--- src/rtl/spi3w9_pkg.sv ---
package spi3w9_pkg;

    localparam int TX_W = 27;
    localparam int RX_W = 16;
    localparam int BIT_POS_W = 6;

    // mode codes
    localparam logic MODE_TICK  = 1'b0;
    localparam logic MODE_START = 1'b1;

    // transfer kinds
    localparam logic [1:0] KIND_CMD   = 2'd0;
    localparam logic [1:0] KIND_DATA  = 2'd1;
    localparam logic [1:0] KIND_WRITE = 2'd2;
    localparam logic [1:0] KIND_READ  = 2'd3;

    localparam logic [7:0] READ_CMD = 8'hFA;
    localparam logic       DC_CMD   = 1'b0;
    localparam logic       DC_DATA  = 1'b1;

    // bit counts per transfer, and first received bit of a read
    localparam logic [BIT_POS_W-1:0] BITS_SHORT = 6'd9;
    localparam logic [BIT_POS_W-1:0] BITS_WRITE = 6'd27;
    localparam logic [BIT_POS_W-1:0] BITS_READ  = 6'd34;
    localparam logic [BIT_POS_W-1:0] RX_FIRST   = 6'd18;

    typedef struct packed {
        logic        mode;
        logic [1:0]  transfer_kind;
        logic [7:0]  cmd_byte;
        logic [15:0] write_value;
        logic        miso;
    } req_item_t;

    typedef struct packed {
        logic        cs_n;
        logic        sclk;
        logic        mosi;
        logic        busy_res;
        logic        done_res;
        logic [15:0] read_value;
        logic        rejected;
    } res_item_t;

endpackage

--- src/rtl/spi3w9_req_if.sv ---
interface spi3w9_req_if;
    import spi3w9_pkg::*;

    logic      valid;
    logic      ready;
    req_item_t data;

    modport source (output valid, output data, input ready);
    modport sink (input valid, input data, output ready);
endinterface

--- src/rtl/spi3w9_res_if.sv ---
interface spi3w9_res_if;
    import spi3w9_pkg::*;

    logic      valid;
    logic      ready;
    res_item_t data;

    modport source (output valid, output data, input ready);
    modport sink (input valid, input data, output ready);
endinterface

--- src/rtl/spi_three_wire_nine_bit_master.sv ---
// A request's result passes through the input register, then the result
// register, before it is offered.
// Throughput: one request per cycle unless result.ready holds the output; the bus engine updates once per request.
// rst_n (async, active low) clears the handshake and transfer state;
// the transfer comes up idle, but the result data register (cs_n included) is not reset.
module spi_three_wire_nine_bit_master (
    input  logic         clk,
    input  logic         rst_n,
    spi3w9_req_if.sink   request,
    spi3w9_res_if.source result
);
    import spi3w9_pkg::*;

    logic                 in_valid_reg;
    req_item_t            in_data_reg;
    logic                 out_valid_reg;
    res_item_t            out_data_reg;
    logic                 advance;

    logic                 active_reg, active_next;
    logic [1:0]           kind_reg, kind_next;
    logic [BIT_POS_W-1:0] bit_pos_reg, bit_pos_next;
    logic                 phase_reg, phase_next;
    logic [TX_W-1:0]      tx_reg, tx_next;
    logic [RX_W-1:0]      rx_reg, rx_next;

    res_item_t            res_next;
    logic [TX_W-1:0]      tx_load;
    logic [BIT_POS_W-1:0] total_bits;
    logic [BIT_POS_W-1:0] rx_off;
    logic [3:0]           rx_pos;

    assign advance       = in_valid_reg && (!out_valid_reg || result.ready);
    assign request.ready = !in_valid_reg || advance;
    assign result.valid  = out_valid_reg;
    assign result.data   = out_data_reg;

    // first received byte lands in the low half, each byte MSB first
    assign rx_off = bit_pos_reg - RX_FIRST;
    assign rx_pos = {rx_off[3], ~rx_off[2:0]};

    always_comb
    begin
        case (in_data_reg.transfer_kind)
            KIND_CMD:
                tx_load = {DC_CMD, in_data_reg.cmd_byte, 18'b0};
            KIND_DATA:
                tx_load = {DC_DATA, in_data_reg.write_value[7:0], 18'b0};
            KIND_WRITE:
                tx_load = {DC_CMD, in_data_reg.cmd_byte,
                           DC_DATA, in_data_reg.write_value[7:0],
                           DC_DATA, in_data_reg.write_value[15:8]};
            KIND_READ:
                tx_load = {DC_CMD, in_data_reg.cmd_byte, DC_CMD, READ_CMD, 9'b0};
            default:
                tx_load = '0;
        endcase
    end

    always_comb
    begin
        case (kind_reg)
            KIND_WRITE: total_bits = BITS_WRITE;
            KIND_READ:  total_bits = BITS_READ;
            default:    total_bits = BITS_SHORT;
        endcase
    end

    always_comb
    begin
        active_next  = active_reg;
        kind_next    = kind_reg;
        bit_pos_next = bit_pos_reg;
        phase_next   = phase_reg;
        tx_next      = tx_reg;
        rx_next      = rx_reg;
        res_next     = '0;
        res_next.cs_n = 1'b1;

        if (in_data_reg.mode == MODE_START)
        begin
            if (active_reg)
            begin
                res_next.rejected = 1'b1;
            end
            else
            begin
                active_next  = 1'b1;
                kind_next    = in_data_reg.transfer_kind;
                bit_pos_next = '0;
                phase_next   = 1'b0;
                tx_next      = tx_load;
                rx_next      = '0;
            end
            res_next.cs_n = !active_next;
        end
        else if (active_reg)
        begin
            res_next.cs_n = 1'b0;
            res_next.mosi = tx_reg[TX_W-1];
            if (!phase_reg)
            begin
                phase_next = 1'b1;
            end
            else
            begin
                res_next.sclk = 1'b1;
                if (kind_reg == KIND_READ && bit_pos_reg >= RX_FIRST
                    && bit_pos_reg < BITS_READ)
                begin
                    rx_next[rx_pos] = rx_reg[rx_pos] | in_data_reg.miso;
                end
                tx_next      = {tx_reg[TX_W-2:0], 1'b0};
                bit_pos_next = bit_pos_reg + 1'b1;
                phase_next   = 1'b0;
                if (bit_pos_next >= total_bits)
                begin
                    active_next       = 1'b0;
                    res_next.done_res = 1'b1;
                    if (kind_reg == KIND_READ)
                    begin
                        res_next.read_value = rx_next;
                    end
                end
            end
        end
        res_next.busy_res = active_next;
    end

    always_ff @(posedge clk or negedge rst_n)
    begin
        if (!rst_n)
        begin
            in_valid_reg  <= 1'b0;
            out_valid_reg <= 1'b0;
            active_reg    <= 1'b0;
            kind_reg      <= '0;
            bit_pos_reg   <= '0;
            phase_reg     <= 1'b0;
            tx_reg        <= '0;
            rx_reg        <= '0;
        end
        else
        begin
            if (request.ready)
            begin
                in_valid_reg <= request.valid;
            end
            if (advance)
            begin
                out_valid_reg <= 1'b1;
                active_reg    <= active_next;
                kind_reg      <= kind_next;
                bit_pos_reg   <= bit_pos_next;
                phase_reg     <= phase_next;
                tx_reg        <= tx_next;
                rx_reg        <= rx_next;
            end
            else if (result.ready)
            begin
                out_valid_reg <= 1'b0;
            end
        end
    end

    always_ff @(posedge clk)
    begin
        if (request.valid && request.ready)
        begin
            in_data_reg <= request.data;
        end
        if (advance)
        begin
            out_data_reg <= res_next;
        end
    end

    a_phase_needs_active: assert property (@(posedge clk) disable iff (!rst_n)
        phase_reg |-> active_reg)
        else $error("clock high half pending with no transfer active");

    a_done_ends_transfer: assert property (@(posedge clk) disable iff (!rst_n)
        advance && res_next.done_res |=> !active_reg && out_valid_reg)
        else $error("done reported but transfer still active");

    a_reject_only_busy: assert property (@(posedge clk) disable iff (!rst_n)
        advance && res_next.rejected |-> active_reg && active_next)
        else $error("start rejected while idle");

    a_done_shape: assert property (@(posedge clk) disable iff (!rst_n)
        result.valid && result.data.done_res |->
            result.data.sclk && !result.data.cs_n && !result.data.busy_res
            && !result.data.rejected)
        else $error("malformed ending tick");

endmodule
--- src/flat_wrapper.sv ---
// flat-port wrapper written by rule: the top's interface ports become plain ports
module spi_three_wire_nine_bit_master_flat import spi3w9_pkg::*;
  (clk, rst_n, request_valid, request_data, request_ready, result_valid, result_data, result_ready);
  spi3w9_req_if request_i ();
  spi3w9_res_if result_i ();
  input  logic clk;
  input  logic rst_n;
  input wire logic [$bits(request_i.valid)-1:0] request_valid;
  input wire logic [$bits(request_i.data)-1:0] request_data;
  output wire logic [$bits(request_i.ready)-1:0] request_ready;
  output wire logic [$bits(result_i.valid)-1:0] result_valid;
  output wire logic [$bits(result_i.data)-1:0] result_data;
  input wire logic [$bits(result_i.ready)-1:0] result_ready;
  assign request_i.valid = request_valid;
  assign request_i.data = request_data;
  assign request_ready = request_i.ready;
  assign result_valid = result_i.valid;
  assign result_data = result_i.data;
  assign result_i.ready = result_ready;
  spi_three_wire_nine_bit_master u_core (.clk(clk), .rst_n(rst_n), .request(request_i), .result(result_i));
endmodule
--- config.mk ---
export PLATFORM = sky130hd
export DESIGN_NAME = spi_three_wire_nine_bit_master_flat
export DESIGN_NICKNAME = d
export VERILOG_FILES = /design/src/rtl/spi3w9_pkg.sv /design/src/rtl/spi3w9_req_if.sv /design/src/rtl/spi3w9_res_if.sv /design/src/rtl/spi_three_wire_nine_bit_master.sv /design/src/flat_wrapper.sv
export SDC_FILE = /design/constraint.sdc
export NUM_CORES = 1
export LEC_CHECK = 0
export BUFFER_PORTS_ARGS = -buffer_cell sky130_fd_sc_hd__buf_2
export CAP_MARGIN = 0
export CORE_ASPECT_RATIO = 1.4
export CORE_MARGIN = 3
export CORE_UTILIZATION = 53
export DETAILED_ROUTE_END_ITERATION = 6
export GPL_TIMING_DRIVEN = 0
export PLACE_DENSITY = 0.84
export SLEW_MARGIN = 20
export SYNTH_ARGS = -nofsm -noshare
export SYNTH_HDL_FRONTEND = slang
export SYNTH_SLANG_ARGS = --single-unit
--- constraint.sdc ---
create_clock -name clk -period 2.47 [get_ports clk]
set_input_delay 0.494 -clock clk [delete_from_list [all_inputs] [get_ports clk]]
set_output_delay 0.494 -clock clk [all_outputs]
set_load 0.1 [all_outputs]
# [Word-level counts from Yosys, hierarchy flattened]
# Cells that the tools add are included.
[totals] output_inout_bits=24 elab_cells=96 regBits=105 input_bits=32
[op_classes] eq_ne=6 mux=37 order_cmp=5 bitwise_logic=6 add_sub_neg=2 n_reduce_logical=20
[op_table] op="$mux 27" count=4
[op_table] op="$pmux 27 s4" count=1
[op_table] op="$mux 16" count=6
[op_table] op="$mux 6" count=4
[op_table] op="$mux 17" count=1
[op_table] op="$bwmux 16" count=1
[op_table] op="$mux 1" count=16
[op_table] op="$pmux 6 s2" count=1
[op_table] op="$eq 2x2->1 const B" count=4
[op_table] op="$add 6x1->6 const B" count=1
[op_table] op="$ge 6x5->1 const B" count=1
[op_table] op="$ge 6x6->1" count=1
[op_table] op="$lt 6x6->1 const B" count=1
[op_table] op="$reduce_and 3->1" count=2
[op_table] op="$reduce_bool 2->1" count=3
[op_table] op="$logic_and 1x1->1" count=5
[op_table] op="$lt 4x5->1 const B" count=1
[op_table] op="$reduce_or 5->1" count=1
[op_table] op="$bmux 1 s4" count=1
[op_table] op="$demux 1 s4" count=1
[op_table] op="$ge 4x1->1 const B" count=1
[op_table] op="$not 1->1" count=4
[op_table] op="$reduce_and 4->1" count=1
[op_table] op="$sub 4x2->4 const B" count=1
[op_table] op="10 further kinds" count=13

# [Longest topological paths before layout]
# Gate-level depths: netlist of run 1.
[logic_depth] ltp_word=11 mapped_depth=11 depth_no_buf=9

# [Worst setup path before layout of run 1]
# No wires, ideal clock.
[synth_path] kind="register to register" startpoint="register u_core.out_valid_reg, in the netlist u_core.result.valid" endpoint="register u_core.in_data_reg[0] (netlist name), enable pin" setup_ns=0.384 path_buffers=0 stages_incl_launch_ff=3 setup_slack_ns=-0.603 t_required_ns=2.086 t_arrival_ns=2.689 synth_period_minus_slack_ns=3.073 path_cell_list="dfrtp_1 > nand3b_1 > and2_1"
[synth_between] elab_chain_len=5
[synth_rtl] element="start: declaration" line="spi_three_wire_nine_bit_master.sv:16" rtl="logic out_valid_reg;"
[synth_rtl] element="start signal: assignment" line="spi_three_wire_nine_bit_master.sv:135" rtl="out_valid_reg <= 1'b0;"
[synth_rtl] element="start signal: assignment" line="spi_three_wire_nine_bit_master.sv:151" rtl="out_valid_reg <= 1'b1;"
[synth_rtl] element="start signal: assignment" line="spi_three_wire_nine_bit_master.sv:161" rtl="out_valid_reg <= 1'b0;"
[synth_rtl] element="$logic_not 1->1" line="spi_three_wire_nine_bit_master.sv:33" rtl="assign advance = in_valid_reg && (!out_valid_reg || result.ready);"
[synth_rtl] element="$logic_or 1x1->1" line="spi_three_wire_nine_bit_master.sv:33"
[synth_rtl] element="$logic_and 1x1->1" line="spi_three_wire_nine_bit_master.sv:33"
[synth_rtl] element="$logic_or 1x1->1" line="spi_three_wire_nine_bit_master.sv:34" rtl="assign request.ready = !in_valid_reg || advance;"
[synth_rtl] element="named net request_ready" line="flat_wrapper.sv:10" rtl="output wire logic [$bits(request_i.ready)-1:0] request_ready;"
[synth_rtl] element="$logic_and 1x1->1" line="spi_three_wire_nine_bit_master.sv:168" rtl="if (request.valid && request.ready)"
[synth_rtl] element="end signal: assignment" line="spi_three_wire_nine_bit_master.sv:170" rtl="in_data_reg <= request.data;"
[synth_rtl] element="end: declaration" line="spi_three_wire_nine_bit_master.sv:15" rtl="req_item_t in_data_reg;"
# The timed path passes the listed nets, and every way through them passes these cells.
# A chain may end at the register's enable or synchronous reset.

# [Worst setup path in the final report of run 1]
[layout_path] startpoint="register u_core.bit_pos_reg[1]" endpoint="register u_core.out_data_reg, in the netlist u_core.result.data[3] (data pin)"
[layout_between] elab_chain_len=8 elab_cells_between_ends=20 cone_classes="add/sub: 2; order compare: 5; mux: 6; bitwise: 3; reduce/logical: 4"
[layout_rtl] element="start: declaration" line="spi_three_wire_nine_bit_master.sv:22" rtl="logic [BIT_POS_W-1:0] bit_pos_reg, bit_pos_next;"
[layout_rtl] element="start signal: assignment" line="spi_three_wire_nine_bit_master.sv:154" rtl="bit_pos_reg <= bit_pos_next;"
[layout_rtl] element="$sub 4x2->4" line="spi_three_wire_nine_bit_master.sv:39" rtl="assign rx_off = bit_pos_reg - RX_FIRST;"
[layout_rtl] element="$not 3->3" line="spi_three_wire_nine_bit_master.sv:40" rtl="assign rx_pos = {rx_off[3], ~rx_off[2:0]};"
[layout_rtl] element="$lt 4x5->1 (implied by the code) or $ge 4x1->1 (tied branches)" line="spi_three_wire_nine_bit_master.sv:111" rtl="rx_next[rx_pos] = rx_reg[rx_pos] | in_data_reg.miso;"
[layout_rtl] element="$logic_and 1x1->1 (implied by the code)" line="spi_three_wire_nine_bit_master.sv:111"
[layout_rtl] element="$mux 1 (implied by the code)" line="spi_three_wire_nine_bit_master.sv:111"
[layout_rtl] element="$demux 1 s4"
[layout_rtl] element="$bwmux 16" line="spi_three_wire_nine_bit_master.sv:111"
[layout_rtl] element="$mux 16" line="spi_three_wire_nine_bit_master.sv:108" rtl="if (kind_reg == KIND_READ && bit_pos_reg >= RX_FIRST"
[layout_rtl] element="end signal: assignment" line="spi_three_wire_nine_bit_master.sv:174" rtl="out_data_reg <= res_next;"
[layout_rtl] element="end: declaration" line="spi_three_wire_nine_bit_master.sv:17" rtl="res_item_t out_data_reg;"
# Parallel ways exist; a longest one is shown, timed or not. The select of a mux whose other input is x is not followed.

==> results of run 1 <==
## kinds of logic after synthesis
| group | after synthesis |
|---|---|
| AOI/OAI and AO/OA | 114 |
| DFF | 105 |
| and+or+nand+nor | 102 |
| buffers and inverters | 47 |
| muxes | 15 |
| adders and majority gates | 13 |
| xor gates and xnor gates | 6 |
## worst max-delay path, delay by kind of cell, from the launching register on
| family | cells | cell delay (ps) |
|---|---|---|
| simple gates | 3 | 940 |
| compound gates | 2 | 660 |
| flops | 1 | 470 |
| buf+inv | 2 | 330 |
## power breakdown
group	switching, mW	internal [mW]	total, mW
clock	0.678	0.697	1.38
sequential	0.215	2.15	2.37
combinational	1.30	0.722	2.02
total	2.19	3.57	5.76
## timing repair
action                     in CTS  in global routing
gates resized for setup        35                 61
buffers inserted               10                  3
gates cloned                    1                  2
setup endpoints to repair      63                 59
pin swaps                      10                 18
## worst paths after layout
kind                       slack, ps                endpoint                   from
max reg2reg                     -110   u_core.result.data[3]  u_core.bit_pos_reg[1]
max                             -110   u_core.result.data[3]  u_core.bit_pos_reg[1]
min                              180        u_core.rx_reg[4]                  rst_n
min reg2reg                      480        u_core.tx_reg[0]  u_core.in_data_reg[9]
max in group asynchronous       1750   u_core.bit_pos_reg[2]                  rst_n
min in group clk                 310  u_core.in_data_reg[26]       request_data[26]
## synthesized netlist by cell type (all sizes together) (2+ instances only)
master,n
nor2,38
nor2b,6
o31ai,2
nand2b,5
mux4,3
nand2,23
o2bb2ai,16
xor2,2
o21ai,21
a221o,16
mux2i,9
a21oi,6
and2,6
edfxtp,50
a2111oi,10
inv,20
a22o,4
buf,7
nand3,7
nor3,8
nand4,3
clkbuf,19
xnor2,4
dfrtp,55
a211oi,26
mux2,3
nand3b,2
a222oi,9
a21o,2
ha,13
## through the flow
step           instances  TNS (ps)  hold slack, ps  power (mW)
2_1_floorplan        402         0             198        3.58
3_3_place_gp         564    -17520             450        3.93
3_5_place_dp         564    -19650             469        3.99
4_1_cts              590     -78.6             228        5.55
5_1_grt              594     -1410             241        6.00
6_report             594      -350             184        5.76
## cell type report
class / count / area, µm² / share of cell area
Tap cell: 107 / 134 / 0.0212
Inverter: 21 / 83.8 / 0.0133
Buffer: 24 / 214 / 0.0339
Multi-Input combinational cell: 250 / 2260 / 0.359
Clock inverter: 6 / 51.3 / 0.00814
Timing Repair Buffer: 71 / 444 / 0.0705
Sequential cell: 105 / 2880 / 0.457
Clock buffer: 10 / 229 / 0.0363
## metal layers
metal  up-vias  routed length, µm
met3        47                583
met1      1799               4490
li1       1694                  -
met4         0                552
met5         -                  0
met2       162               6460
==> flow_results.org, run 1 <==
** Synthesis
- Area share of fa/ha/maj cells after synthesis :: 0.0323
- Xor and xnor area share after synthesis :: 0.0134
- Synthesized cell area :: 5040 µm²
- Count of flip-flops with a built-in enable after synthesis :: 50
- The fraction of the mapped netlist area in compound gates came to 0.211.
- After synthesis, the largest family of logic cells by area is compound AO/OA/AOI/OAI gates.
- Commonest register cell after synthesis :: sky130_fd_sc_hd__dfrtp_1
- By area the synthesized netlist is led by sky130_fd_sc_hd__edfxtp_1, sky130_fd_sc_hd__dfrtp_1, sky130_fd_sc_hd__a2111oi_4.
- Synth Register Bits :: 105
- Yosys mapped the design onto 46 distinct sky130hd cell types.
- Of the total synthesized cell area, the portion taken by AND, OR, NAND and NOR gates is 0.0940.
- Cell count after synthesis :: 402
- Summed over all instances, the cell type with the most area after synthesis is sky130_fd_sc_hd__edfxtp_1.
- The share of synthesized area in the top cell type comes to 0.298.
- Proportion of register bits with asynchronous set or reset after synthesis :: 0.524
- During synthesis, Yosys emitted a total of 0 warnings.
- Measured against the total synthesized area, the mux share comes to 0.0380.
- The number of nets handed over by synthesis was 447.
- The average instance in the mapped netlist occupies 12.5 µm².
- The share of the Yosys chip area taken by registers is 0.571.

** Placed design
- Buffers placed on the I/O ports in this run total 55.
- After detailed placement, the total cell area comes to 5500 µm².
- Place WS :: -499 ps
- Detailed placement HPWL :: 7.76 mm
- Routability-driven placement congestion ratio :: 0.961

** Route
- The first routing iteration left 251 violations.
- Dividing the detail-routed wire length by the instance count gives 20.3 µm.
- Final wirelength :: between 10 and 15 mm
- For this run, design rule violations remaining after detail routing come to 0.
- DRT antenna net count :: 0
- The first detailed-routing pass took 6 iterations.
- Total vias in the final route :: about 3.7k
- Drt via density :: 6.23

** GRT
- The initial antenna violation count was 0.
- Number of global-route vias before repair :: 3764
- Most congested layer reported by global routing :: met2
- In the global route stage, met3 resource usage came out at 0.0442.
- Pin count of the biggest net entering global routing :: 56
- Global-route track usage on met2 :: 0.398
- Global Route Usage Sum :: 0.230
- The first global-routing pass estimated 18.5 mm of wire.
- Met1 track demand over resource in global routing :: 0.260
- After global routing the overflow that remains totals 0.

** Pwr
- IR Drop Worst-Case VDD :: between 400 and 500 µV
- Cell leakage power :: 2.45 nW
- In this run the power density over the cells is 914 nW/µm².

** STA
- Final Skew :: 7.98 ps
- Unrepaired setup endpoints after global routing :: true
- Max transition margin :: 0.517
- Number of endpoints with negative hold slack in the final report :: 0
- The worst path in the final design needs a cycle of 2580 ps, including I/O delays and setup.
- Worst Tran Pin Value :: 725 ps
- # setup viols final :: 8
- Count of final max-slew check failures :: 0
- Period utilisation layout :: 1.04
- For this run, the top clock speed supported by timing is 387 MHz.
- In the post-route analysis, the smallest setup slack over all paths is -111 ps.

** Clock network
- Number of hold buffers added after cts :: 0
- Clock latency reported for the late side of the worst-skew pair :: 360 ps
- TritonCTS built the clock tree.
- Clock tree synthesis inserted a total of 9 buffers.
- The clock drives 105 sinks.
- The longest clock path from root to sink contains 2 buffers.
- Clock-pin slew reported for the worst setup and hold paths after clock tree synthesis :: 80 ps
- CTS H-tree depth :: 3
- The root buffer cell chosen for the clock tree is sky130_fd_sc_hd__clkbuf_16.

** Flow run
- Max Cap Viol :: 0

** Critical path
- Start-to-end type of the worst setup path :: flip-flop to flip-flop
- Worst EP arrival :: 2770 ps
- STA puts the critical path data required time at 2660 ps.
- Largest incremental delay on the critical path :: 490 ps
- The critical path goes through buf_6, or3_4, or4_4, buf_12, a2111oi_4, nor2_1, a211oi_2.
- Critical path capture point type :: flip-flop
- Along the worst path, the maximum fanout reaches 6.
- Slowest cell on the critical path :: sky130_fd_sc_hd__or4_4
- Number of cells on the worst reg-to-reg path :: 7
- STA classifies the critical path startpoint as a flip-flop.

** Layout
- After the last flow step, the layout net total stands at ~530.
- Layout Cell Area excl Fill :: about 6300 µm²
- In the layout the commonest cells are sky130_fd_sc_hd__buf_2, sky130_fd_sc_hd__dfrtp_1, sky130_fd_sc_hd__edfxtp_1, sky130_fd_sc_hd__nor2_1, sky130_fd_sc_hd__nand2_1.
- Flip-flop count of the largest register, all copies and words added :: 28
- The library cell used most frequently in the layout, excluding fill and tap cells, is sky130_fd_sc_hd__buf_2.
- Synth-to-layout area growth :: 25.0%
- At the end of the flow the core is filled with cells to 0.690.
- Total inserted antenna cells :: 0
- Counting the fill cells in the layout gives 619.
- Share of layout cells above drive strength 1 :: 0.353

** Floorplan
- Die ar. :: 10700 µm²
- I/O pin total :: 56
- The core region is 9130 µm².
- Chip width :: 88.4 µm
- In this run the vertical extent of the chip is 121 µm.
- The initial utilization of the core area, before any placement, comes to 0.552.
- Number of placement rows :: 41

** Worst hold path
- Classification of the worst-slack hold path :: input port to async pin

** Run status
- The flow ran to the end, but the final reports show violations.
- Violated checks :: setup timing
(Power assumes the default switching activity.)
==> inputs of run 2 (changes only) <==
--- a/config.mk
+++ b/config.mk
@@ -13,6 +13,7 @@
 export DETAILED_ROUTE_END_ITERATION = 6
 export GPL_TIMING_DRIVEN = 0
 export PLACE_DENSITY = 0.84
+export SETUP_SLACK_MARGIN = 0.5
 export SLEW_MARGIN = 20
 export SYNTH_ARGS = -nofsm -noshare
 export SYNTH_HDL_FRONTEND = slang
==> flow_results.org, run 2 (same netlist as run 1, synthesis figures left out) <==
** Run status
- Status :: complete, but fails checks
- The checks that failed: setup timing.

** Clock network
- Number of buffers created by CTS :: 9
- Clock latency reported for the late side of the worst-skew pair :: 350 ps
- The clock net in this run drives a total of 105 sinks.
- Clock root buffer :: sky130_fd_sc_hd__clkbuf_16
- TritonCTS clock tree :: yes
- Buffer levels on the longest clock path :: 2
- Number of hold buffers added after cts :: 0
- CTS H-tree depth :: 3
- Clock-pin slew was measured on the worst setup and hold paths at 70 ps.

** Layout
- The repair_antennas step left the layout with diodes totalling 0.
- Non-filler instance count after layout :: approximately 640
- Most common cell after layout, fill and taps aside :: sky130_fd_sc_hd__buf_2
- Share of layout cells above drive strength 1 :: 0.462
- The register with the most flip-flops in the layout has 28 of them.
- The top cell types in the final layout, fill and taps aside, are sky130_fd_sc_hd__buf_2, sky130_fd_sc_hd__dfrtp_1, sky130_fd_sc_hd__edfxtp_1, sky130_fd_sc_hd__buf_4, sky130_fd_sc_hd__nor2_1.
- In the final design database the tool counted 568 nets.
- Relative to the synthesized area, the layout overhead comes to 38.6%.

** Placed design
- OpenSTA, run right after detailed placement, puts the worst setup slack at -283 ps.
- Routability-driven placement congestion ratio :: about 0.97
- Buffers on Ports :: 55
- After detailed placement, the design holds a cell count of 564.
- Detailed placement HPWL :: 7.89 mm

** Pwr
- Power per cell area :: 881 nW/µm²
- Across the VDD grid, the largest voltage drop is 592 µV.
- In this run the static leakage power is 2.78 nW.

** GRT
- Summed over all layers, the global routing overflow is 0.
- Initial antenna violation count :: 0
- Global Route Usage Sum :: 0.263
- For met1 alone, demand over resource in global routing was 0.310.
- Pin count of the biggest net entering global routing :: 56
- Number of global-route vias before repair :: between 4k and 5k
- Global-route track usage on met2 :: 0.444
- The first global-routing pass estimated 20.9 mm of wire.
- Fraction of met3 tracks used by global routing :: 0.0482
- Most congested layer reported by global routing :: met2

** STA
- Min cycle time layout :: 2600 ps
- Setup repair after global routing could not meet its margin everywhere.
- At the pin with the least slew margin, the transition time is 740 ps.
- The total count of hold-check failures in the final report is 0.
- Setup violations remaining at the end of the flow were counted as 16.
- Max transition margin :: 0.507
- Final Skew :: roughly 8.6 ps
- In the final timing run, aggregate negative setup slack is -896 ps.
- Final Worst Setup Slack :: -128 ps
- Count of final max-slew check failures :: 0
- Timing would allow up to 385 MHz.
- Period utilisation layout :: 1.05

** Floorplan
- The floorplan has between 40 and 50 rows.
- In this run the horizontal extent of the chip is 88.4 µm.
- The die is 121 µm tall.
- The die covers 10700 µm².
- The region available for standard cell placement spans around 9000 µm².
- For this design the top-level I/O count stands at 56.
- The initial utilization of the core area, before any placement, comes to 0.552.

** Critical path
- Slowest cell on the critical path :: sky130_fd_sc_hd__dfrtp_2
- RR Startpoint :: u_core.bit_pos_reg[1]
- Walking the worst path, the cells encountered are ha_1, nand2_1, xnor2_1, ha_1, a21o_1, a21o_1, o2bb2ai_4, nand3_4, buf_4, a211oi_2.
- Of all nets on the critical path, the largest fanout is 7.
- Tracing the worst setup path back leads to its startpoint at u_core.bit_pos_reg[1].
- Grouping stages by cell kind, the critical path spends the most delay in compound AO/OA/AOI/OAI gates.
- Counting both buffers and inverters, the worst setup path holds a total of 1.
- Worst Setup Start Kind :: flip-flop
- The largest single stage delay on the critical path is 470 ps.
- Data on the critical path is required at its endpoint by between 2000 and 3000 ps.
- Start-to-end type of the worst setup path :: flip-flop to flip-flop
- The worst setup path is captured at a flip-flop.
- Worst EP arrival :: 2780 ps

** Route
- Routed len/inst :: 21.7 µm
- The first detailed-routing pass ran for 5 iterations.
- In this run, the number of DRC markers left after iteration 0 of detailed routing was between 300 and 400.
- In the routed layout, each cell is associated on average with a via count of between 6 and 7.
- Final wirelength :: 13.7 mm
- DRC violation count after routing :: 0
- In this run the remaining antenna-violating nets after routing total 0.
- Total vias in the final route :: about 4.1k

** Worst hold path
- The worst hold path belongs to the class input port to async pin.

** Flow run
- Max Cap Viol :: 0
[run 2: routing by layer]
| layer | vias to the layer above | share of wire |
|---|---|---|
| li1 | 1773 | - |
| met1 | 2025 | 0.37 |
| met2 | 202 | 0.53 |
| met3 | 57 | 0.051 |
| met4 | 0 | 0.046 |
| met5 | - | 0 |
[run 2: power by group]
part	total (mW)	internal (mW)	switching, mW	leakage, nW
sequential	2.39	2.16	0.233	1.21
clock	1.30	0.679	0.624	0.130
combinational	2.46	0.977	1.49	1.44
total	6.15	3.81	2.34	2.78
[run 2: through the flow]
| step | hold slack (ps) | power (mW) | util | instance area, µm² |
|---|---|---|---|---|
| floorplan | 198 | 3.75 | - | 5330 |
| global placement | 457 | 4.12 | 0.629 | 5740 |
| detailed placement | 471 | 4.17 | 0.629 | 5740 |
| CTS | 230 | 5.90 | 0.730 | 6660 |
| global route | 255 | 6.37 | 0.765 | 6990 |
| finish | 184 | 6.15 | 0.765 | 6990 |
[run 2: final cells by class]
class	instances	area, µm²
sequential	105	2890
multi-input combinational	250	2470
fill	522	2140
timing repair buffer	110	800
buffer	26	343
clock buffer	10	229
tap	107	134
inverter	21	91.3
clock inverter	6	35.0
[run 2: path summary, 6_finish.rpt]
kind	depth (start not counted)	to	slack, ps
min in group clk	1	u_core.in_data_reg[25]	310
min	1	u_core.rx_reg[3]	180
min reg2reg	1	u_core.tx_reg[0]	470
max	10	u_core.result.data[16]	-130
max reg2reg	10	u_core.result.data[16]	-130
max in group asynchronous	1	u_core.bit_pos_reg[2]	1730
[run 2: timing repair]
item,in CTS,in global routing
endpoints found under the setup margin,68,70
pin swaps,26,23
gates cloned,4,0
gates resized for setup,74,49
setup buffers,31,20
